==> src/sv/tdc_pkg.sv <==
// Package: shared widths, constants and types of the turn-and-drive command generator.
`timescale 1ns / 1ps
package tdc_pkg;

	localparam int XW  = 43;  // CORDIC x/y width, signed
	localparam int ZW  = 24;  // CORDIC angle accumulator, Q16 degrees, signed
	localparam int SQW = 20;  // saturated radicand width
	localparam int RTW = 10;  // root width, whole cm
	localparam int ORW = 25;  // bearing / heading, Q16 degrees, unsigned
	localparam int DFW = 26;  // angle difference, signed

	// atan(2^-i) in Q16 degrees, rounded to nearest
	localparam logic signed [ZW-1:0] ATAN_Q16 [24] = '{
		24'sd2949120, 24'sd1740967, 24'sd919879, 24'sd466945,
		24'sd234379,  24'sd117304,  24'sd58666,  24'sd29335,
		24'sd14668,   24'sd7334,    24'sd3667,   24'sd1833,
		24'sd917,     24'sd458,     24'sd229,    24'sd115,
		24'sd57,      24'sd29,      24'sd14,     24'sd7,
		24'sd4,       24'sd2,       24'sd1,      24'sd0
	};

	localparam logic [ORW-1:0] DEG90_Q16  = 25'd5898240;
	localparam logic [ORW-1:0] DEG180_Q16 = 25'd11796480;
	localparam logic [ORW-1:0] DEG270_Q16 = 25'd17694720;
	localparam logic [ORW-1:0] DEG360_Q16 = 25'd23592960;
	localparam logic [14:0]    HEADING_MAX = 15'd23040;

	localparam logic [1:0] KIND_LEFT  = 2'd0;
	localparam logic [1:0] KIND_RIGHT = 2'd1;
	localparam logic [1:0] KIND_RUN   = 2'd2;

	localparam logic CMD_DEFEND = 1'b1;

	localparam logic REG_MAX_RUN   = 1'b0;
	localparam logic REG_RUN_SPEED = 1'b1;

	typedef struct packed {
		logic signed [XW-1:0] x;
		logic signed [XW-1:0] y;
		logic signed [ZW-1:0] z;
		logic [SQW-1:0]       rem;
		logic [SQW-1:0]       root;
	} tdc_cordic_t;

endpackage

==> src/sv/tdc_stage.sv <==
// One pipeline stage: a CORDIC vectoring step plus, in some stages, two square-root steps.
`timescale 1ns / 1ps
module tdc_stage #(
	parameter int K = 0
) (
	input  logic                clk,
	input  logic                en,
	input  tdc_pkg::tdc_cordic_t d,
	output tdc_pkg::tdc_cordic_t q
);
	import tdc_pkg::*;

	localparam bit DO_SQRT = (K >= 2) && (K <= 6);
	localparam int J0      = DO_SQRT ? 2 * (K - 2) : 0;
	localparam int BIT0    = DO_SQRT ? (1 << (SQW - 2 - 2 * J0)) : 0;

	logic signed [XW-1:0] xs, ys, ny_mag;
	tdc_cordic_t          nq;
	logic [SQW-1:0]       s_v, r_v, b_v;
	logic [SQW:0]         t_v;

	always_comb begin
		xs     = d.x >>> K;
		ny_mag = -d.y;
		ys     = d.y[XW-1] ? -(ny_mag >>> K) : (d.y >>> K);
		nq     = d;
		if (!d.y[XW-1]) begin
			nq.x = d.x + ys;
			nq.y = d.y - xs;
			nq.z = d.z + ATAN_Q16[K];
		end else begin
			nq.x = d.x - ys;
			nq.y = d.y + xs;
			nq.z = d.z - ATAN_Q16[K];
		end

		// restoring square root, two result bits
		s_v = d.rem;
		r_v = d.root;
		for (int j = 0; j < 2; j++) begin
			b_v = SQW'(BIT0 >> (2 * j));
			t_v = {1'b0, r_v} + {1'b0, b_v};
			if ({1'b0, s_v} >= t_v) begin
				s_v = s_v - t_v[SQW-1:0];
				r_v = (r_v >> 1) + b_v;
			end else begin
				r_v = r_v >> 1;
			end
		end
		if (DO_SQRT) begin
			nq.rem  = s_v;
			nq.root = r_v;
		end
	end

	always_ff @(posedge clk) begin
		if (en) begin
			q <= nq;
		end
	end
endmodule

==> config.mk <==
export PLATFORM = sky130hd
export DESIGN_NAME = tdc_stage
export DESIGN_NICKNAME = d
export VERILOG_FILES = /design/src/sv/tdc_pkg.sv /design/src/sv/tdc_stage.sv
export SDC_FILE = /design/constraint.sdc
export NUM_CORES = 1
export LEC_CHECK = 0
export BUFFER_PORTS_ARGS = -buffer_cell sky130_fd_sc_hd__buf_4
export CELL_PAD_IN_SITES_DETAIL_PLACEMENT = 1
export CELL_PAD_IN_SITES_GLOBAL_PLACEMENT = 1
export CORE_MARGIN = 4
export CORE_UTILIZATION = 44
export DETAILED_ROUTE_END_ITERATION = 6
export PLACE_DENSITY = 0.95
export SLEW_MARGIN = 40
export SYNTH_ARGS = -nofsm -noshare
export SYNTH_HDL_FRONTEND = slang
export SYNTH_SLANG_ARGS = --single-unit
==> constraint.sdc <==
create_clock -name clk -period 7.2 [get_ports clk]
set_input_delay 1.44 -clock clk [delete_from_list [all_inputs] [get_ports clk]]
set_output_delay 1.44 -clock clk [all_outputs]
set_load 0.02 [all_outputs]
# After elaboration in Yosys (flattened, before gate mapping)
# Index checks and enable logic that the tools add are counted.
[word_totals]
ff_bits = 150
inputBits = 152
out_inout_bits = 150
wordCells = 15
[classes]
add_sub_neg = 8
n_mux = 2
[op_table]
columns = ["op", "count"]
rows = [
  ["$mux W110", 1],
  ["$add A43 B43 Y43", 2],
  ["$neg A43 Y43", 2],
  ["$sub A43 B43 Y43", 2],
  ["$mux W43", 1],
  ["$add A24 B23 Y24 const B", 1],
  ["$sub A24 B23 Y24 const B", 1],
]

# Logic depth before layout (Yosys ltp)
# Gate-level depths: netlist of run 1.
[logic_depth]
word_depth = 5
depth_mapped = 20
depth_no_buf = 19

# Worst setup path after synthesis of run 1
# OpenSTA, ideal clock, no wires.
[synth_path]
path_type = "input to register"
startpoint = "input port d[70] in the netlist's numbering"
endpoint = "register q[148] in the netlist's numbering, data pin"
setup_time_ps = 274
t_arrival_ps = 5006
t_required_ps = 6926
slack_ps = 1921
path_stages = 16
n_path_buf = 0
path_cell_list = "or4_4 -> nor4_2 -> and2b_1 -> and3b_1 -> and3b_1 -> and2_2 -> a21oi_1 -> xnor2_1 -> ha_1 -> nand4_1 -> nor2_1 -> or4b_1 -> o2111ai_1 -> a21oi_1 -> o41ai_1 -> xor2_1"
[synth_lines]
columns = ["item", "line", "rtl"]
rows = [
  ["start, declared", "tdc_stage.sv:8", "input tdc_pkg::tdc_cordic_t d,"],
  ["end signal, assigned", "tdc_stage.sv:58", "q <= nq;"],
  ["end, declared", "tdc_stage.sv:9", "output tdc_pkg::tdc_cordic_t q"],
]

==> flow_summary.toml, run 1 <==
[status]
status = "completed"

[layout]
fin_nets = 1684
largest_reg_flops = 149
fill_cells = 2812
largest_register = "q"
mostFrequentLayoutCells = "buf_4, edfxtp_1, a21oi_1, nor2_1, xnor2_1"
top_regs = "q (149)"
final_common_cell = "buf_4"
areaGrowthSynthToFinish_pct = 28.0
final_cell_count_no_fill = 1773
drive_gt1_share_pct = 25.3

[routing]
vias = 10500
first_pass_iters = 5
drt-total-wl_um = 41100
drtIter0Drc = 976
vias_per_cell = 5.91
wl_per_cell_um = 23.2
drc_errors = 0
ant_nets = 0

[critical_path]
critical_path.slowest_cell = "or4_4"
critPathKind = "in -> reg"
worstPathArrival_ns = 5.89
crit_path_start_kind = "primary input"
worstPathCellList = "buf_4 -> or4_4 -> nor3_4 -> and3_2 -> and3_1 -> and3_1 -> a31oi_1 -> xor2_1 -> ha_1 -> a21oi_1 -> o21ai_0 -> a21o_1 -> a21o_1 -> a21oi_1 -> a21boi_0 -> a21bo_2 -> a32oi_1 -> xnor2_1"
crit_fanout = 7
cp.required_ns = 7.40
end_kind = "register"
cpPeakStageDelay_ns = 0.57

[clock_network]
postCtsSetupRepairBufs = 0
cts_sinks = 149
ctsHtreeMaxLevel = 4
ctsResizeCount = 0
cts_made_buffers = 17
clock-root-buffer = "clkbuf_16"
clockBufferDepth = 2
path_clk_slew_ns = 0.08
cts.hold.buffers_added = 0
cts_tree = "built"

[min_path]
min_path_cells = 1
hold_class = "in -> reg"
hold-path-endpoint = "q[40]$_DFFE_PP_"
worstHoldStart = "d[40]"

[floorplan]
dieArea_sq_um = 28200
start_util_pct = 44.7
ios = 302
core.rowCount = 58
core_area_sq_um = 25200
die_width_um = 168
fp.dieH_um = 168

[place]
dp_hpwl_um = 31000
portBuffers = 301
gp_congestion = 0.924
pre_cts_ws_ns = 1.30
dp.cells = 1739

[global_routing]
grt_pass1_wl_um = 63900
grt_max_degree = 93
grt_pass1_vias = 11200
antenna_found_initial = 2
grtUsageTotal_pct = 28.3
gr-total-overflow = 0

[synthesis]
synth_area_sq_um = 11300
synth_cell_types = 81
synth-edff-count = 149
ys_seq_area_share_pct = 39.7
ys_async_sr_fraction_pct = 0
ys_ff_latch = 149
postSynthAreaPerCell_sq_um = 9.87
syn-num-nets = 1397
yosys_warnings = 0
netlist_instances = 1141
synth-main-ff-cell = "edfxtp_1"

[power]
power.internal_mw = 2.17
clkPwrFrac_pct = 26.4
power_density_nw_per_um2 = 243
pwr-share-seq_pct = 34.2
p_leak_nw = 6.21
switching_power_mw = 1.33
combPwrFrac_pct = 39.5
swShare_pct = 38.0
power.total_mw = 3.50
peakVddDrop_mv = 0.114

[flow_run]
max-cap-violations = 0

[timing]
fin_hold_ws_ns = 1.16
rsz0062_at_grt = "false"
tightest_slew_ns = 0.763
layout_worst_path_cycle_share_pct = 79.1
setup_ws_ns = 1.51
period_needed_ns = 5.69
slew_headroom_pct = 49.2
drv_slew = 0
setup_violations = 0
hold_violations = 0
max_freq_ghz = 0.176
tns_ns = 0
[power by group through the flow]
stage	clock [mW]	sequential, mW	combinational [mW]
floorplan	0	1.39	0.633
global placement	0	1.20	1.30
detailed placement	0	1.21	1.35
CTS	0.935	1.20	1.37
global route	0.975	1.21	1.48
finish	0.924	1.20	1.38
[worst max-delay path by stage]
stage,from,to,slack [ns],cells after the start
3_5_place_dp,d[70],q[148]$_DFFE_PP_,1.30,17
4_1_cts,d[70],q[148]$_DFFE_PP_,1.66,17
6_report,d[111],q[106]$_DFFE_PP_,1.51,18
2_1_floorplan,d[70],q[148]$_DFFE_PP_,1.92,16
5_1_grt,d[70],q[148]$_DFFE_PP_,1.32,17
3_3_place_gp,d[70],q[148]$_DFFE_PP_,1.45,17
[cell type report]
type,count,area (sq um),area share (%)
flip-flops and latches,149,4470,31.0
clock inverters,15,164,1.14
clock buffers,17,425,2.95
well taps,330,413,2.86
repair buffers,303,2280,15.8
inverters,50,188,1.30
multi-input cells,907,6460,44.8
diodes,2,5.00,0.0347
[cells by family after synthesis]
kind of cell	after synthesis	share of synthesized area, %
muxes	3	0.278
AOI/OAI and AO/OA	330	18.7
xor gates and xnor gates	163	12.7
adders and majority gates	104	11.8
buffers and inverters	85	2.87
DFF	149	39.7
and+or+nand+nor	307	14.0
[Yosys cell counts, drive strengths merged (2+ instances only)]
cell type  instances  area [sq um]
or3                5          31.3
nand2             59           221
fa                 3          60.1
nand4             21           138
or4                7          60.1
and3b              3          26.3
nor3b              2          15.0
a32oi              2          17.5
a41oi              3          33.8
edfxtp           149          4470
a21oi            138           691
inv               50           188
a211oi             3          27.5
nor2             105           394
mux2i              2          20.0
o2111ai            3          26.3
o31a               4          35.0
nor2b             12          75.1
o311a              2          31.3
nand2b            10          70.1
o21bai            13          97.6
and4               3          26.3
a31o               4          43.8
o21a              10          75.1
ha               101          1260
buf                2          11.3
and3              12          86.3
a21o              46           345
nand3             13          65.1
nor4              10          83.8
o21ai             47           235
and2               6          43.8
nor3              31           166
o41ai              3          26.3
o211ai             3          22.5
clkbuf            33           124
xnor2            105           927
a31oi             28           181
or2                2          12.5
xor2              58           508
a221o              4          40.0
o31ai              5          42.5
[worst max-delay path: cells and delay by family]
kind,cells,cell delay [ns]
compound gates,9,1.84
fa+ha+maj,1,0.38
xor+xnor,2,0.41
buf+inv,1,0.13
simple gates,5,1.67
[per-stage QoR]
| stage | utilization, % | instance area, sq um |
|---|---|---|
| 3_5_place_dp | 54.9 | 13800 |
| 2_1_floorplan | - | 11300 |
| 5_1_grt | 57.2 | 14400 |
| 3_3_place_gp | 54.9 | 13800 |
| 6_report | 57.2 | 14400 |
| 4_1_cts | 57.2 | 14400 |
[metal layers]
layer | track usage (%) | part of all wire [%] | routed length (um)
met1 | 35.6 | 41 | 16800
met2 | 48.4 | 49 | 20000
met3 | 4.95 | 6.3 | 2600
met4 | 11.4 | 4.2 | 1710
met5 | 0 | 0 | 0
No activity file was read; power rests on OpenSTA's default activity.
==> run 2, diff against run 1 <==
--- a/config.mk
+++ b/config.mk
@@ -9,9 +9,9 @@
 export CELL_PAD_IN_SITES_DETAIL_PLACEMENT = 1
 export CELL_PAD_IN_SITES_GLOBAL_PLACEMENT = 1
 export CORE_MARGIN = 4
-export CORE_UTILIZATION = 44
+export CORE_UTILIZATION = 37
 export DETAILED_ROUTE_END_ITERATION = 6
-export PLACE_DENSITY = 0.95
+export PLACE_DENSITY = 0.87
 export SLEW_MARGIN = 40
 export SYNTH_ARGS = -nofsm -noshare
 export SYNTH_HDL_FRONTEND = slang
==> constraint.sdc (replaced) <==
create_clock -name clk -period 5.1 [get_ports clk]
set_input_delay 1.02 -clock clk [delete_from_list [all_inputs] [get_ports clk]]
set_output_delay 1.02 -clock clk [all_outputs]
set_load 0.02 [all_outputs]
==> flow_summary.toml, run 2 (synthesis gave the netlist of run 1 again) <==
[layout]
top_regs = "q (149)"
fin_util_pct = 50.1
areaGrowthSynthToFinish_pct = 32.5
largest_register = "q"
largest_reg_flops = 149
fin_nets = 1741
mostFrequentLayoutCells = "buf_4, edfxtp_1, a21oi_1, nor2_1, xnor2_1"
drive_gt1_share_pct = 28.0
final_common_cell = "buf_4"

[timing]
rsz0062_at_grt = "false"
max_freq_ghz = 0.209
drv_slew = 0
hold_violations = 0
layout_worst_path_cycle_share_pct = 93.7
period_needed_ns = 4.78
setup_violations = 0
slew_headroom_pct = 56.5
setup_ws_ns = 0.321
tightest_slew_ns = 0.653

[critical_path]
cpLargestDelayFamily = "simple AND/OR/NAND/NOR gates"
end_kind = "register"
worstPathCellList = "buf_4 -> or4_4 -> nor4_2 -> and2b_1 -> and3b_1 -> and3b_1 -> and2_2 -> a21oi_1 -> xnor2_1 -> ha_1 -> nand4_1 -> nor2_1 -> or4b_1 -> o2111ai_1 -> a21oi_1 -> o41ai_1 -> xor2_1"
critPathKind = "in -> reg"
worst-path-buf-inv = 1
crit_fanout = 4
cpPeakStageDelay_ns = 0.57
cp.required_ns = 5.26
crit_path_start_kind = "primary input"
worstPathArrival_ns = 4.94
critical_path.slowest_cell = "or4_4"

[power]
p_leak_nw = 6.48
power_density_nw_per_um2 = 329
peakVddDrop_mv = 0.169

[place]
gp_congestion = 0.939
dp_hpwl_um = 31100
pre_cts_ws_ns = -0.0587
portBuffers = 301

[global_routing]
antenna_found_initial = 11
grtUsageTotal_pct = 22.5
grt_pass1_wl_um = 59500
grt_max_degree = 70
gr-total-overflow = 0
grt_pass1_vias = 10900

[routing]
ant_nets = 0
vias = 10300
drt-total-wl_um = 38900
drtIter0Drc = 520
wl_per_cell_um = 20.5
vias_per_cell = 5.41
first_pass_iters = 5
drc_errors = 0

[clock_network]
ctsResizeCount = 0
path_clk_slew_ns = 0.07
ctsHtreeMaxLevel = 4
postCtsSetupRepairBufs = 0
cts.hold.buffers_added = 0
clock-root-buffer = "clkbuf_16"
cts_made_buffers = 17
cts_sinks = 149
cts_tree = "built"
clockBufferDepth = 2

[floorplan]
core.rowCount = 63
fp.dieH_um = 182
core_area_sq_um = 29800
die_width_um = 182
ios = 302
start_util_pct = 37.8
dieArea_sq_um = 33300

[min_path]
hold_class = "in -> reg"

[flow_run]
max-cap-violations = 0

[status]
status = "completed"
## run 2: worst paths after layout
path | end | slack (ns) | cells past startpoint | from
worst max-delay path | q[148]$_DFFE_PP_ | 0.32 | 17 | d[70]
worst min-delay path | q[13]$_DFFE_PP_ | 0.76 | 1 | d[13]
## run 2: report_power, final
group | total [mW] | internal [mW] | switching, mW | leakage (nW)
clock network | 1.23 | 0.646 | 0.589 | 0.278
registers | 1.69 | 1.62 | 0.0664 | 1.46
logic | 1.98 | 0.847 | 1.13 | 4.74
total | 4.90 | 3.11 | 1.79 | 6.48
## run 2: cell type report
class	instances	area [sq um]
Tap cell	390	488
Sequential cell	149	4470
Antenna cell	11	27.5
Fill cell	3377	14900
Clock inverter	15	149
Timing Repair Buffer	360	2710
Multi-Input combinational cell	907	6460
Clock buffer	17	425
Inverter	50	188
## run 2: per-layer routing
layer	global-route usage, %	wire, um	up-vias
li1	-	-	4927
met1	28.9	16900	4978
met2	36.4	18600	290
met3	3.85	1700	85
met4	11.6	1660	0
met5	0	0	-
## run 2: through the flow
stage	cell area [sq um]	std cells	TNS [ns]	hold WS, ns	power (mW)
global placement	14300	1856	0	1.20	3.61
CTS	14900	1888	0	0.735	4.93
finish	14900	1899	0	0.758	4.90
global route	14900	1899	0	0.733	5.17
detailed placement	14300	1856	-0.0587	1.20	3.67
floorplan	11300	1141	0	1.12	2.85
